==> src/design/dma_job_list_walker_unit_defines.svh <==
// ---------------------------------------------------------------------------
// DMA job-list walker assertion macros
// Shared concurrent assertion forms for the walker's modules.
// ---------------------------------------------------------------------------
`ifndef DMA_JOB_LIST_WALKER_UNIT_DEFINES_SVH
`define DMA_JOB_LIST_WALKER_UNIT_DEFINES_SVH

// Same-cycle implication, disabled while reset is active.
`define DJW_ASSERT_IMPL(lbl, clk, rst_n, ante, cons, msg) \
    lbl: assert property (@(posedge clk) disable iff (!rst_n) (ante) |-> (cons)) \
        else $error(msg);

// Next-cycle implication, disabled while reset is active.
`define DJW_ASSERT_NEXT(lbl, clk, rst_n, ante, cons, msg) \
    lbl: assert property (@(posedge clk) disable iff (!rst_n) (ante) |=> (cons)) \
        else $error(msg);

`endif

==> src/design/djw_pkg.sv <==
// ---------------------------------------------------------------------------
// DMA job-list walker package
// Types, codes, field layout and command/status bundles shared by the walker.
// ---------------------------------------------------------------------------
package djw_pkg;

    // Default number of descriptor slots and the per-access segment cap.
    localparam int JOB_DEPTH_DEF = 16;
    localparam int MAX_RESULTS   = 16;
    localparam int CNT_W         = $clog2(MAX_RESULTS);

    // Field widths.
    localparam int ADDR_W = 32;
    localparam int LEN_W  = 24;
    localparam int ATTR_W = 8;
    localparam int IDX_W  = 4;

    // Input tdata layout, lowest bit first.
    localparam int IN_IDX_LSB   = 0;
    localparam int IN_ADDR_LSB  = IN_IDX_LSB + IDX_W;
    localparam int IN_ATTR_LSB  = IN_ADDR_LSB + ADDR_W;
    localparam int IN_LEN_LSB   = IN_ATTR_LSB + ATTR_W;
    localparam int IN_PRES_BIT  = IN_LEN_LSB + LEN_W;
    localparam int IN_RNW_BIT   = IN_PRES_BIT + 1;
    localparam int IN_CNT_LSB   = IN_RNW_BIT + 1;
    localparam int IN_NEW_BIT   = IN_CNT_LSB + LEN_W;
    localparam int IN_DATA_W    = 96;

    // Output tdata layout, lowest bit first.
    localparam int OUT_ADDR_LSB  = 0;
    localparam int OUT_LEN_LSB   = OUT_ADDR_LSB + ADDR_W;
    localparam int OUT_OFF_LSB   = OUT_LEN_LSB + LEN_W;
    localparam int OUT_MOVED_LSB = OUT_OFF_LSB + LEN_W;
    localparam int OUT_ST_LSB    = OUT_MOVED_LSB + LEN_W;
    localparam int OUT_USED_W    = OUT_ST_LSB + 3;
    localparam int OUT_DATA_W    = 112;

    typedef enum logic [1:0] {
        OP_LOAD   = 2'd0,
        OP_START  = 2'd1,
        OP_ACCESS = 2'd2
    } t_op;

    typedef enum logic [2:0] {
        ST_COMPLETE = 3'd0,
        ST_PARTIAL  = 3'd1,
        ST_END      = 3'd2,
        ST_NO_LIST  = 3'd3,
        ST_DIR_ERR  = 3'd4
    } t_status;

    typedef enum logic [1:0] {
        MODE_IDLE  = 2'd0,
        MODE_READ  = 2'd1,
        MODE_WRITE = 2'd2
    } t_dir;

    // One descriptor table entry.
    typedef struct packed {
        logic [ADDR_W-1:0] addr;
        logic [ATTR_W-1:0] attr;
        logic [LEN_W-1:0]  len;
    } t_desc;

    // Commands from the controller to the datapath.
    typedef struct packed {
        logic    load_wr;
        logic    start;
        logic    begin_acc;
        logic    fetch;
        logic    clear_cur;
        logic    seg_step;
        logic    emit;
        logic    emit_zero;
        t_status emit_st;
        logic    emit_last;
    } t_cmd;

    // Status from the datapath to the controller.
    typedef struct packed {
        t_op  op;
        logic list_present;
        logic list_valid;
        logic dir_mismatch;
        logic need_fetch;
        logic at_end;
        logic attr_match;
        logic seg_done;
        logic out_free;
    } t_sts;

endpackage

==> src/design/djw_datapath.sv <==
// ---------------------------------------------------------------------------
// DMA job-list walker datapath
// Descriptor table, walk registers, segment arithmetic and result register.
// ---------------------------------------------------------------------------
module djw_datapath #(
    parameter int JOB_DEPTH = djw_pkg::JOB_DEPTH_DEF
) (
    input  logic                          i_clk,
    input  logic                          i_rst_n,
    input  logic [djw_pkg::IN_DATA_W-1:0] i_s_axis_tdata,
    input  logic [1:0]                    i_s_axis_tuser,
    input  djw_pkg::t_cmd                 i_cmd,
    output djw_pkg::t_sts                 o_sts,
    output logic                          o_m_axis_tvalid,
    input  logic                          i_m_axis_tready,
    output logic [djw_pkg::OUT_DATA_W-1:0] o_m_axis_tdata,
    output logic                          o_m_axis_tlast
);
    import djw_pkg::*;

    localparam int AW = (JOB_DEPTH > 1) ? $clog2(JOB_DEPTH) : 1;
    localparam int NW = $clog2(JOB_DEPTH + 1);
    localparam int XW = (AW > IDX_W) ? AW : IDX_W;

    // Input fields.
    logic [IDX_W-1:0]  in_idx;
    t_desc             in_desc;
    logic              in_present;
    logic              in_rnw;
    logic [LEN_W-1:0]  in_count;
    logic              in_new;
    logic [XW-1:0]     in_idx_wide;
    logic [AW-1:0]     wr_idx;
    logic              wr_ok;
    t_dir              want_dir;

    assign in_idx       = i_s_axis_tdata[IN_IDX_LSB +: IDX_W];
    assign in_desc.addr = i_s_axis_tdata[IN_ADDR_LSB +: ADDR_W];
    assign in_desc.attr = i_s_axis_tdata[IN_ATTR_LSB +: ATTR_W];
    assign in_desc.len  = i_s_axis_tdata[IN_LEN_LSB +: LEN_W];
    assign in_present   = i_s_axis_tdata[IN_PRES_BIT];
    assign in_rnw       = i_s_axis_tdata[IN_RNW_BIT];
    assign in_count     = i_s_axis_tdata[IN_CNT_LSB +: LEN_W];
    assign in_new       = i_s_axis_tdata[IN_NEW_BIT];
    assign in_idx_wide  = XW'(in_idx);
    assign wr_idx       = in_idx_wide[AW-1:0];
    assign wr_ok        = (32'(in_idx) < JOB_DEPTH);
    assign want_dir     = in_rnw ? MODE_READ : MODE_WRITE;

    // Walk state.
    logic [NW-1:0]     r_next_idx;
    logic [ADDR_W-1:0] r_cur_addr;
    logic [LEN_W-1:0]  r_pend_len;
    logic [ATTR_W-1:0] r_cur_attr;
    t_dir              r_dir;
    logic              r_list_valid;

    // Per-access working registers.
    logic [LEN_W-1:0]  r_req;
    logic [LEN_W-1:0]  r_moved;
    logic [ADDR_W-1:0] r_seg_addr;
    logic [LEN_W-1:0]  r_seg_len;
    logic [LEN_W-1:0]  r_seg_off;
    logic              r_seg_done;

    // Descriptor table with registered read at the walk index.
    t_desc             r_mem [JOB_DEPTH];
    t_desc             r_rd;
    logic              past_depth;
    logic [AW-1:0]     rd_idx;

    assign past_depth = (r_next_idx >= NW'(JOB_DEPTH));
    assign rd_idx     = past_depth ? '0 : r_next_idx[AW-1:0];

    always_ff @(posedge i_clk) begin
        if (i_cmd.load_wr && wr_ok) begin
            r_mem[wr_idx] <= in_desc;
        end
    end

    always_ff @(posedge i_clk) begin
        r_rd <= r_mem[rd_idx];
    end

    // Segment arithmetic: take the smaller of what is asked and what is left.
    logic [LEN_W-1:0] avail;
    logic [LEN_W-1:0] take;
    logic [LEN_W-1:0] moved_sum;

    assign avail     = r_req - r_moved;
    assign take      = (avail < r_pend_len) ? avail : r_pend_len;
    assign moved_sum = r_moved + take;

    // Walk state registers.
    always_ff @(posedge i_clk) begin
        if (!i_rst_n) begin
            r_next_idx   <= '0;
            r_cur_addr   <= '0;
            r_pend_len   <= '0;
            r_cur_attr   <= '0;
            r_dir        <= MODE_IDLE;
            r_list_valid <= 1'b0;
        end else if (i_cmd.start) begin
            r_list_valid <= in_present;
            r_next_idx   <= '0;
            r_dir        <= MODE_IDLE;
            r_cur_addr   <= '0;
            r_pend_len   <= '0;
            r_cur_attr   <= '0;
        end else if (i_cmd.begin_acc) begin
            r_dir <= want_dir;
        end else if (i_cmd.fetch) begin
            r_cur_addr <= r_rd.addr;
            r_cur_attr <= r_rd.attr;
            r_pend_len <= r_rd.len;
            r_next_idx <= r_next_idx + 1'b1;
        end else if (i_cmd.clear_cur) begin
            r_cur_addr <= '0;
            r_pend_len <= '0;
        end else if (i_cmd.seg_step) begin
            r_pend_len <= r_pend_len - take;
            r_cur_addr <= r_cur_addr + ADDR_W'(take);
        end
    end

    // Access and segment working registers.
    always_ff @(posedge i_clk) begin
        if (i_cmd.begin_acc) begin
            r_req   <= in_count;
            r_moved <= '0;
        end else if (i_cmd.seg_step) begin
            r_moved    <= moved_sum;
            r_seg_addr <= r_cur_addr;
            r_seg_len  <= take;
            r_seg_off  <= r_moved;
            r_seg_done <= (moved_sum == r_req);
        end
    end

    // Result register.
    logic                  r_o_valid;
    logic [OUT_USED_W-1:0] r_o_data;
    logic                  r_o_last;

    always_ff @(posedge i_clk) begin
        if (!i_rst_n) begin
            r_o_valid <= 1'b0;
        end else if (i_cmd.emit) begin
            r_o_valid <= 1'b1;
        end else if (i_m_axis_tready) begin
            r_o_valid <= 1'b0;
        end
    end

    always_ff @(posedge i_clk) begin
        if (i_cmd.emit) begin
            r_o_last <= i_cmd.emit_last;
            if (i_cmd.emit_zero) begin
                r_o_data <= {i_cmd.emit_st, {(OUT_ST_LSB){1'b0}}};
            end else begin
                r_o_data <= {i_cmd.emit_st, r_moved, r_seg_off, r_seg_len, r_seg_addr};
            end
        end
    end

    assign o_m_axis_tvalid = r_o_valid;
    assign o_m_axis_tdata  = OUT_DATA_W'(r_o_data);
    assign o_m_axis_tlast  = r_o_last;

    // Status back to the controller.
    always_comb begin
        o_sts.op           = t_op'(i_s_axis_tuser);
        o_sts.list_present = in_present;
        o_sts.list_valid   = r_list_valid;
        o_sts.dir_mismatch = (r_dir != MODE_IDLE) && (r_dir != want_dir);
        o_sts.need_fetch   = (r_pend_len == '0) || in_new;
        o_sts.at_end       = past_depth || (r_rd.addr == '0);
        o_sts.attr_match   = (r_rd.attr == r_cur_attr);
        o_sts.seg_done     = r_seg_done;
        o_sts.out_free     = !r_o_valid || i_m_axis_tready;
    end

endmodule

==> src/design/djw_ctrl.sv <==
// ---------------------------------------------------------------------------
// DMA job-list walker controller
// Decodes transactions and sequences job fetches, segments and results.
// ---------------------------------------------------------------------------
`include "dma_job_list_walker_unit_defines.svh"

module djw_ctrl (
    input  logic          i_clk,
    input  logic          i_rst_n,
    input  logic          i_s_axis_tvalid,
    output logic          o_s_axis_tready,
    input  djw_pkg::t_sts i_sts,
    output djw_pkg::t_cmd o_cmd
);
    import djw_pkg::*;

    typedef enum logic [5:0] {
        S_IDLE  = 6'b000001,
        S_EMIT  = 6'b000010,
        S_RD    = 6'b000100,
        S_FCHK  = 6'b001000,
        S_SEG   = 6'b010000,
        S_CHECK = 6'b100000
    } t_state;

    t_state           r_state, n_state;
    t_status          r_pend_st, n_pend_st;
    logic [CNT_W-1:0] r_seg_cnt, n_seg_cnt;
    logic             accept;

    assign o_s_axis_tready = (r_state == S_IDLE);
    assign accept          = i_s_axis_tvalid && o_s_axis_tready;

    // Next-state and command decode.
    always_comb begin
        n_state   = r_state;
        n_pend_st = r_pend_st;
        n_seg_cnt = r_seg_cnt;
        o_cmd     = '0;
        unique case (r_state)
            S_IDLE: begin
                if (accept) begin
                    unique case (i_sts.op)
                        OP_LOAD: begin
                            o_cmd.load_wr = 1'b1;
                        end
                        OP_START: begin
                            o_cmd.start = 1'b1;
                            n_pend_st   = i_sts.list_present ? ST_COMPLETE : ST_NO_LIST;
                            n_state     = S_EMIT;
                        end
                        OP_ACCESS: begin
                            if (!i_sts.list_valid) begin
                                n_pend_st = ST_NO_LIST;
                                n_state   = S_EMIT;
                            end else if (i_sts.dir_mismatch) begin
                                n_pend_st = ST_DIR_ERR;
                                n_state   = S_EMIT;
                            end else begin
                                o_cmd.begin_acc = 1'b1;
                                n_seg_cnt       = '0;
                                n_state         = i_sts.need_fetch ? S_RD : S_SEG;
                            end
                        end
                        default: begin
                            n_state = S_IDLE;
                        end
                    endcase
                end
            end
            S_EMIT: begin
                if (i_sts.out_free) begin
                    o_cmd.emit      = 1'b1;
                    o_cmd.emit_zero = 1'b1;
                    o_cmd.emit_st   = r_pend_st;
                    o_cmd.emit_last = 1'b1;
                    n_state         = S_IDLE;
                end
            end
            S_RD: begin
                n_state = S_FCHK;
            end
            S_FCHK: begin
                if (i_sts.at_end) begin
                    o_cmd.clear_cur = 1'b1;
                    n_pend_st       = ST_END;
                    n_state         = S_EMIT;
                end else begin
                    o_cmd.fetch = 1'b1;
                    n_state     = S_SEG;
                end
            end
            S_SEG: begin
                o_cmd.seg_step = 1'b1;
                n_state        = S_CHECK;
            end
            S_CHECK: begin
                if (i_sts.out_free) begin
                    o_cmd.emit      = 1'b1;
                    o_cmd.emit_last = 1'b1;
                    n_state         = S_IDLE;
                    if (i_sts.seg_done) begin
                        o_cmd.emit_st = ST_COMPLETE;
                    end else if (i_sts.at_end) begin
                        o_cmd.emit_st = ST_END;
                    end else if (!i_sts.attr_match) begin
                        o_cmd.emit_st = ST_PARTIAL;
                    end else if (r_seg_cnt == CNT_W'(MAX_RESULTS - 1)) begin
                        o_cmd.emit_st = ST_PARTIAL;
                    end else begin
                        // Cross into the next job with the same attribute.
                        o_cmd.emit_st   = ST_PARTIAL;
                        o_cmd.emit_last = 1'b0;
                        o_cmd.fetch     = 1'b1;
                        n_seg_cnt       = r_seg_cnt + 1'b1;
                        n_state         = S_SEG;
                    end
                end
            end
            default: begin
                n_state = S_IDLE;
            end
        endcase
    end

    // State registers.
    always_ff @(posedge i_clk) begin
        if (!i_rst_n) begin
            r_state   <= S_IDLE;
            r_pend_st <= ST_COMPLETE;
            r_seg_cnt <= '0;
        end else begin
            r_state   <= n_state;
            r_pend_st <= n_pend_st;
            r_seg_cnt <= n_seg_cnt;
        end
    end

    // A result is only written when the result register can take it.
    `DJW_ASSERT_IMPL(a_emit_free, i_clk, i_rst_n, o_cmd.emit, i_sts.out_free, "emit while result register busy")
    // A job is never fetched from past the end of the list.
    `DJW_ASSERT_IMPL(a_fetch_valid, i_clk, i_rst_n, o_cmd.fetch, !i_sts.at_end, "fetch at end of list")
    // Every segment step is checked in the following cycle.
    `DJW_ASSERT_NEXT(a_seg_check, i_clk, i_rst_n, r_state == S_SEG, r_state == S_CHECK, "segment not checked")
    // The final result of a transaction returns the walker to idle.
    `DJW_ASSERT_NEXT(a_last_idle, i_clk, i_rst_n, o_cmd.emit && o_cmd.emit_last, r_state == S_IDLE, "no idle after final result")

endmodule

==> src/design/dma_job_list_walker_unit.sv <==
// Load transactions give no result; start, no-list and direction-error results
// pass through the emit state, which waits while the result register is busy.
// An access steps through the segment and check states per copy segment, after the
// read state (for the registered table read) and fetch-check state if a job is fetched.
// One input transaction is in work at a time; at most 16 results per access.
// Reset (synchronous, active low) clears the walk state; the table is not cleared.
// ---------------------------------------------------------------------------
// DMA job-list walker top level
// Scatter-gather descriptor walker that splits accesses into copy segments.
// ---------------------------------------------------------------------------
module dma_job_list_walker_unit #(
    parameter int JOB_DEPTH = djw_pkg::JOB_DEPTH_DEF
) (
    input  logic                           i_clk,
    input  logic                           i_rst_n,
    // Input stream.
    input  logic                           i_s_axis_tvalid,
    output logic                           o_s_axis_tready,
    // desc_index, desc_address, desc_attribute, desc_length, list_present,
    // dir_is_read, byte_count, new_job
    input  logic [djw_pkg::IN_DATA_W-1:0]  i_s_axis_tdata,
    // operation
    input  logic [1:0]                     i_s_axis_tuser,
    // Result stream.
    output logic                           o_m_axis_tvalid,
    input  logic                           i_m_axis_tready,
    // segment_address, segment_length, periph_offset, moved_total, status
    output logic [djw_pkg::OUT_DATA_W-1:0] o_m_axis_tdata,
    // last
    output logic                           o_m_axis_tlast
);
    import djw_pkg::*;

    t_cmd cmd;
    t_sts sts;

    // Controller state machine.
    djw_ctrl u_ctrl (
        .i_clk           (i_clk),
        .i_rst_n         (i_rst_n),
        .i_s_axis_tvalid (i_s_axis_tvalid),
        .o_s_axis_tready (o_s_axis_tready),
        .i_sts           (sts),
        .o_cmd           (cmd)
    );

    // Table, walk registers and result register.
    djw_datapath #(
        .JOB_DEPTH (JOB_DEPTH)
    ) u_datapath (
        .i_clk           (i_clk),
        .i_rst_n         (i_rst_n),
        .i_s_axis_tdata  (i_s_axis_tdata),
        .i_s_axis_tuser  (i_s_axis_tuser),
        .i_cmd           (cmd),
        .o_sts           (sts),
        .o_m_axis_tvalid (o_m_axis_tvalid),
        .i_m_axis_tready (i_m_axis_tready),
        .o_m_axis_tdata  (o_m_axis_tdata),
        .o_m_axis_tlast  (o_m_axis_tlast)
    );

endmodule
==> config.mk <==
export PLATFORM = sky130hd
export DESIGN_NAME = dma_job_list_walker_unit
export DESIGN_NICKNAME = d
export VERILOG_FILES = /design/src/design/djw_pkg.sv /design/src/design/djw_datapath.sv /design/src/design/djw_ctrl.sv /design/src/design/dma_job_list_walker_unit.sv
export VERILOG_INCLUDE_DIRS = /design/src /design/src/design
export SDC_FILE = /design/constraint.sdc
export NUM_CORES = 2
export LEC_CHECK = 0
export BUFFER_PORTS_ARGS = -buffer_cell sky130_fd_sc_hd__buf_2
export CAP_MARGIN = 20
export CORE_MARGIN = 8
export CORE_UTILIZATION = 25
export CTS_CLUSTER_DIAMETER = 120
export DETAILED_ROUTE_END_ITERATION = 16
export GPL_ROUTABILITY_DRIVEN = 0
export PLACE_DENSITY = 0.43
export SKIP_CTS_REPAIR_TIMING = 1
export SLEW_MARGIN = 10
export SYNTH_ARGS = -nofsm -noshare
export SYNTH_HDL_FRONTEND = slang
export SYNTH_HIERARCHICAL = 1
export SYNTH_SLANG_ARGS = --single-unit
==> constraint.sdc <==
create_clock -name i_clk -period 9.9 [get_ports i_clk]
set_input_delay 2.475 -clock i_clk [delete_from_list [all_inputs] [get_ports i_clk]]
set_output_delay 2.475 -clock i_clk [all_outputs]
set_load 0.01 [all_outputs]
== Word-level counts from Yosys, hierarchy flattened ==
Memories as Yosys holds them, arrays and structs flattened. A register that Yosys moved wholly into a read port is not among the register bits.
Index checks and enable logic that the tools add are counted.

* $add $sub $neg: 6
* Muxes and demuxes: 72
* Order comparisons: 2
* Bitwise gates (word level): 2
* Reductions and logical operators: 21
* Eq/ne operators: 26

{| class="wikitable"
|+ Operators with widths
! cell !! number
|-
| $mux W24 || 4
|-
| $mux W32 || 3
|-
| $mux W6 || 9
|-
| $sub A24 B24 Y24 || 2
|-
| $mux W4 || 11
|-
| $pmux W6 S6 || 1
|-
| $add A32 B24 Y32 || 1
|-
| $logic_not A32 Y1 || 1
|-
| $add A24 B24 Y24 || 1
|-
| $eq A24 B24 Y1 || 1
|-
| $logic_not A24 Y1 || 1
|-
| $lt A24 B24 Y1 || 1
|-
| $mux W1 || 24
|-
| $mux W3 || 7
|-
| $ne A2 B2 Y1 const B || 10
|-
| $pmux W6 S3 || 1
|-
| $pmux W4 S2 || 2
|-
| $mux W5 || 3
|-
| $pmux W3 S2 || 2
|-
| $reduce_and A10 Y1 || 1
|-
| $eq A8 B8 Y1 || 1
|-
| $reduce_bool A2 Y1 || 4
|-
| $eq A6 B1 Y1 const B || 1
|-
| $eq A6 B2 Y1 const B || 1
|-
| 26 further kinds || 36
|}

* Word-level logic and storage cells: 149
* Memories kept: 1
* Input bits: 102
* Output and inout bits: 115
* Register bits after elaboration: 323
* Bits in writable memories: 1,024

{| class="wikitable"
|+ Memory list
! memory !! words !! width !! read ports !! clocked after memory_dff !! write ports !! RTL line !! text
|-
| u_datapath.r_mem || 16 || 64 || 1 || 1 || 1 || djw_datapath.sv:67 || <nowiki>t_desc r_mem [JOB_DEPTH];</nowiki>
|}

== Depth between registers and ports, before layout ==
* Depth after elaboration: 10
* Gate-level depth with buffers: 35
* Gate-level depth less buffers: 34

== Hierarchy ==
Netlist, hierarchy kept.

{| class="wikitable"
|+ Modules (own cells, without submodules)
! module !! seq. area each (um2) !! cells an instance !! times used !! area an instance (um2)
|-
| djw_datapath || 40,368.7 || 4,060 || 1 || 58,419.8
|-
| djw_ctrl || 260.2 || 112 || 1 || 955.9
|}

== Least setup slack after synthesis ==
OpenSTA, ideal clock, no wires.

* Path kind: input to register
* Start: input port i_s_axis_tuser[0]
* End: memory u_datapath/r_mem[0][0] in the netlist's numbering (enable)
* Setup slack: 1,486 ps
* Stages on the path: 6
* Path buffers: 1
* Arrival time: 7,848 ps
* Cells stage by stage: buf_4 inv_1 ha_1 and3_1 or3b_2 nor3_1

{| class="wikitable"
|+ RTL lines
! item !! RTL line !! text
|-
| start: declaration || dma_job_list_walker_unit.sv:23 || <nowiki>input logic [1:0] i_s_axis_tuser,</nowiki>
|-
| end: declaration || djw_datapath.sv:67 ||
|}

== Worst setup path after layout ==
* Start: register u_datapath.r_moved[0]
* End: register u_datapath.r_seg_done (data pin)

* Longest elaborated chain between the ends: 5

{| class="wikitable"
|+ Ends and longest elaborated chain
! item !! RTL line !! text
|-
| start: declaration || djw_datapath.sv:60 || <nowiki>logic [LEN_W-1:0] r_moved;</nowiki>
|-
| start signal: assignment || djw_datapath.sv:132 || <nowiki>r_moved <= moved_sum;</nowiki>
|-
| $sub A24 B24 Y24 * || djw_datapath.sv:90 || <nowiki>assign avail = r_req - r_moved;</nowiki>
|-
| $lt A24 B24 Y1 || djw_datapath.sv:91 || <nowiki>assign take = (avail < r_pend_len) ? avail : r_pend_len;</nowiki>
|-
| $mux W24 * || djw_datapath.sv:91 ||
|-
| named net u_datapath.take[0] || djw_datapath.sv:87 || <nowiki>logic [LEN_W-1:0] take;</nowiki>
|-
| $add A24 B24 Y24 * || djw_datapath.sv:92 || <nowiki>assign moved_sum = r_moved + take;</nowiki>
|-
| $eq A24 B24 Y1 * || djw_datapath.sv:136 || <nowiki>r_seg_done <= (moved_sum == r_req);</nowiki>
|-
| end signal: assignment || djw_datapath.sv:136 ||
|-
| end: declaration || djw_datapath.sv:64 || <nowiki>logic r_seg_done;</nowiki>
|}

Mark *: on every way through the listed nets, which the timed path passes. The rest lies on a longest branch.
A chain may end at the register's enable or synchronous reset.

==> tab_implementation.tex <==
\begin{tabular}{lr}
\hline
Metric & Value \\
\hline
\multicolumn{2}{l}{\textbf{Logic synthesis}} \\
Cell count after synthesis & 4,172 \\
Biggest area contributors in the synthesized netlist & edfxtp\_1 (63\%), dfxtp\_1 (5.9\%), mux2\_2 (4.0\%) \\
Number of warnings printed during yosys synthesis & 6 \\
Count of state elements after synthesis & 1,411 \\
Mean instance size in the synthesized netlist & 14.23 sq um \\
Dominant synthesized flop cell & edfxtp\_1 \\
Distinct cell type count after synthesis & 92 \\
Area share of the leading cell type in the synthesized netlist & 0.6256 \\
Ys async rst share & 0 \\
Post-synth top area cell & edfxtp\_1 \\
Number of enable flip-flop cells after synthesis & 1,237 \\
Share of the yosys chip area belonging to registers & 0.6843 \\
Total standard cell area after synthesis & 59,380 sq um \\
\multicolumn{2}{l}{\textbf{Worst setup path}} \\
Slowest Stage Delay on Critical Path & 560 ps \\
CP Capture Point & u\_datapath/r\_seg\_done \\
Start point of the critical path & u\_datapath/r\_moved[0] \\
Crit path max-delay cell type & mux2i\_1 \\
WS Path Type & flop to flop \\
Critical path required time & 10,530 ps \\
Startpoint of the worst register-to-register path & u\_datapath/r\_moved[0] \\
Destination of the worst register-to-register timing path & u\_datapath/r\_seg\_done \\
Critical path endpoint category & flop \\
Highest net fanout along the worst path & 8 \\
Worst Reg-to-Reg Cells & 33 \\
Startpoint type of the worst setup path & flop \\
Reg-to-reg slack, setup & 1320 ps \\
Crit-path most repeated cell & a21oi\_1 \\
Critical path arrival & 9210 ps \\
\multicolumn{2}{l}{\textbf{Clocking}} \\
Register clock-pin slew on the reported worst setup and hold paths & 60 ps \\
CTS tree & built \\
CTS root buffer & clkbuf\_16 \\
Number of buffers on the longest clock path & 3 \\
Clock latency on the worst-skew pair & 800 ps \\
Clock sink total & 1,411 \\
Number of clock buffers inserted by TritonCTS & 153 \\
H-tree lvl count & 4 \\
\multicolumn{2}{l}{\textbf{STA}} \\
Unrepaired setup endpoints after global routing & false \\
Final period utilization & 0.8669 \\
Smallest setup slack after layout & 1317 ps \\
Fin. max-slew vios & 0 \\
Slew at the pin with the worst max-slew slack & 1107 ps \\
Final critical path time including I/O delays and setup & 8583 ps \\
Headroom to the max-slew limit & 0.2619 \\
Count of final setup violators & 0 \\
TNS Setup & 0 ps \\
Highest attainable clock frequency & 116.5 MHz \\
Largest clock skew in the final design & 45.21 ps \\
Final Hold Fails & 0 \\
\multicolumn{2}{l}{\textbf{Power and ir drop}} \\
Sequential cell fraction of total power & 0.449 \\
Pleak & 0.02380 uW \\
Internal portion of total power & 10,710 uW \\
Sw Pwr & 3906 uW \\
Power per standard cell area & 210.9 nW/um\^{}2 \\
Maximum vdd drop & 0.1739 mV \\
Logic gate share of total power & 0.161 \\
Clock network power share & 0.391 \\
Sw Share & 0.2672 \\
\multicolumn{2}{l}{\textbf{Detailed routing}} \\
Post-detailed-route count of antenna-violating nets & 0 \\
Detailed Route Iter0 Violations & 2,717 \\
Vias after detailed routing & 35,530 \\
Detailed Route WL & 181,700 um \\
Average detailed-routed wire length per instance & 23.65 um \\
Number of remaining DRC errors & 0 \\
Via density per instance & 4.624 \\
Pre-antenna DRT Iters & 5 \\
\multicolumn{2}{l}{\textbf{Finish}} \\
Total number of nets in the final design & 4,605 \\
Most common cell after layout, fill and taps aside & edfxtp\_1 \\
Proportion of layout cells with a drive suffix above 1 & 0.1743 \\
Commonest cells after routing, fill and taps aside & edfxtp\_1 (1,237), a21oi\_1 (425), o21ai\_0 (244) \\
Area added between synthesis and finish & 16.76\% \\
\multicolumn{2}{l}{\textbf{Floorplan}} \\
Standard-cell row count & 179 \\
Vertical die dimension & 503.3 um \\
X dimension of the die & 503.3 um \\
Die Outline Area & 253,400 sq um \\
Starting utilization of the core area & 0.2506 \\
IO Pins & 217 \\
Core region area & 237,000 sq um \\
\multicolumn{2}{l}{\textbf{Global route}} \\
Antenna violations before repair & 60 \\
Met1 layer usage reported by global route & 0.1938 \\
Total routing usage reported by global routing & 0.1388 \\
Remaining global-route overflow & 0 \\
GR met3 Demand/Resource & 0.02787 \\
Most heavily used metal layer in global routing & met2 \\
First-pass GRT wire length & 258,900 um \\
Pin count of the biggest net entering global routing & 75 \\
Global Route met2 Usage & 0.2241 \\
Vias in the first global route & 35,586 \\
\multicolumn{2}{l}{\textbf{Job}} \\
Max capacitance violation total & 0 \\
\multicolumn{2}{l}{\textbf{Placement}} \\
PortBufs & 210 \\
Detailed Place HPWL & 108,000 um \\
Post-placement worst setup slack & 1346 ps \\
\multicolumn{2}{l}{\textbf{Outcome}} \\
Status & finished clean \\
\multicolumn{2}{l}{\textbf{Hold path}} \\
Worst min-delay path class & flop to flop \\
\hline
\end{tabular}
synthesized netlist by cell type (all sizes together) (10+ instances only):
library cell	instances
edfxtp	1237
a21oi	430
o21ai	253
mux2i	224
mux2	213
nor2	205
dfxtp	174
clkbuf	171
nand2	152
ha	124
inv	104
a221oi	100
nor2b	99
xnor2	74
buf	70
a32o	65
a21o	56
a211oi	40
nor3	40
xor2	40
nand3	29
nand2b	24
nor4	20
o21a	20
and3	19
nand4	17
or3	16
a31oi	12
o31ai	11
o21bai	10
power groups by stage:
stage	clock network, uW	registers, uW	logic [uW]
2_1_floorplan	0	6680	1710
3_3_place_gp	0	6680	2350
3_5_place_dp	0	6680	2330
4_1_cts	5890	6560	2340
5_1_grt	6110	6560	2590
6_report	5710	6560	2350
registers in the layout (all words and copies together) (netlist names), 2 cells and up:
signal                 count
u_datapath/r_cur_attr      8
u_datapath/r_next_idx      5
u_datapath/r_seg_addr     32
u_datapath/r_o_data      107
u_datapath/r_dir           2
u_datapath/r_seg_off      24
u_datapath/r_seg_len      24
u_datapath/r_req          24
u_ctrl/r_pend_st           3
u_datapath/r_cur_addr     32
u_datapath/r_moved        24
u_datapath/r_mem        1024
u_datapath/r_rd           64
u_ctrl/r_state             6
u_datapath/r_pend_len     24
u_ctrl/r_seg_cnt           4
routing by layer:
layer / part of all wire / vias to the layer above
met5: 0.00075 / -
met4: 0.021 / 20
met3: 0.054 / 282
met2: 0.45 / 884
met1: 0.47 / 17862
li1: - / 16482
through the flow:
step           hold WS, ps  power (uW)  utilization  instance area (sq um)  cells
3_5_place_dp         459.3        9017       0.2712                  64260   7387
6_report             446.1       14620       0.2926                  69330   7683
4_1_cts              454.1       14790       0.2925                  69300   7672
2_1_floorplan        423.3        8391            -                  59390   4176
5_1_grt              481.6       15260       0.2925                  69300   7674
3_3_place_gp         449.0        9031       0.2712                  64260   7387
cells by family after synthesis:
| family | after synthesis | synth area share |
|---|---|---|
| adder cells (fa/ha/maj) | 128 | 0.02748 |
| AO/OA/AOI/OAI | 1073 | 0.1146 |
| buffers and inverters | 345 | 0.02270 |
| multiplexers | 437 | 0.07816 |
| XOR/XNOR | 114 | 0.01682 |
| flip-flops | 1411 | 0.6843 |
| other | 1 | 0.00006316 |
| AND/OR/NAND/NOR | 663 | 0.05588 |
how the worst min path moves through the flow:
stage                                          from                        end  depth (start not counted)  slack, ps
after floorplan           u_datapath/r_cur_addr[30]  u_datapath/r_seg_addr[30]                          0        420
after global placement    u_datapath/r_cur_addr[22]  u_datapath/r_seg_addr[22]                          0        450
after detailed placement  u_datapath/r_cur_addr[22]  u_datapath/r_seg_addr[22]                          0        460
after CTS                       u_datapath/r_rd[26]   u_datapath/r_cur_attr[2]                          2        450
after global routing            u_datapath/r_rd[25]   u_datapath/r_cur_attr[1]                          2        480
final                           u_datapath/r_rd[26]   u_datapath/r_cur_attr[2]                          2        450
worst max-delay path: cells and delay by family, from the launching register on:
kind	cells	cell delay (ps)
buffers and inverters	2	110
muxes	2	930
DFF	1	460
adders and majority gates	5	1640
AOI/OAI and AO/OA	15	3550
xor gates and xnor gates	1	140
and+or+nand+nor	8	1580
cell type report:
class,instances,area [sq um]
diodes,11,27.53
clock buffers,208,4159
clock inverters,77,874.6
fillers,24063,167600
inverters,104,392.9
multi-input cells,2420,17640
flip-flops and latches,1411,40640
well taps,3167,3963
repair buffers,285,1627
No activity file was read; power rests on OpenSTA's default activity.
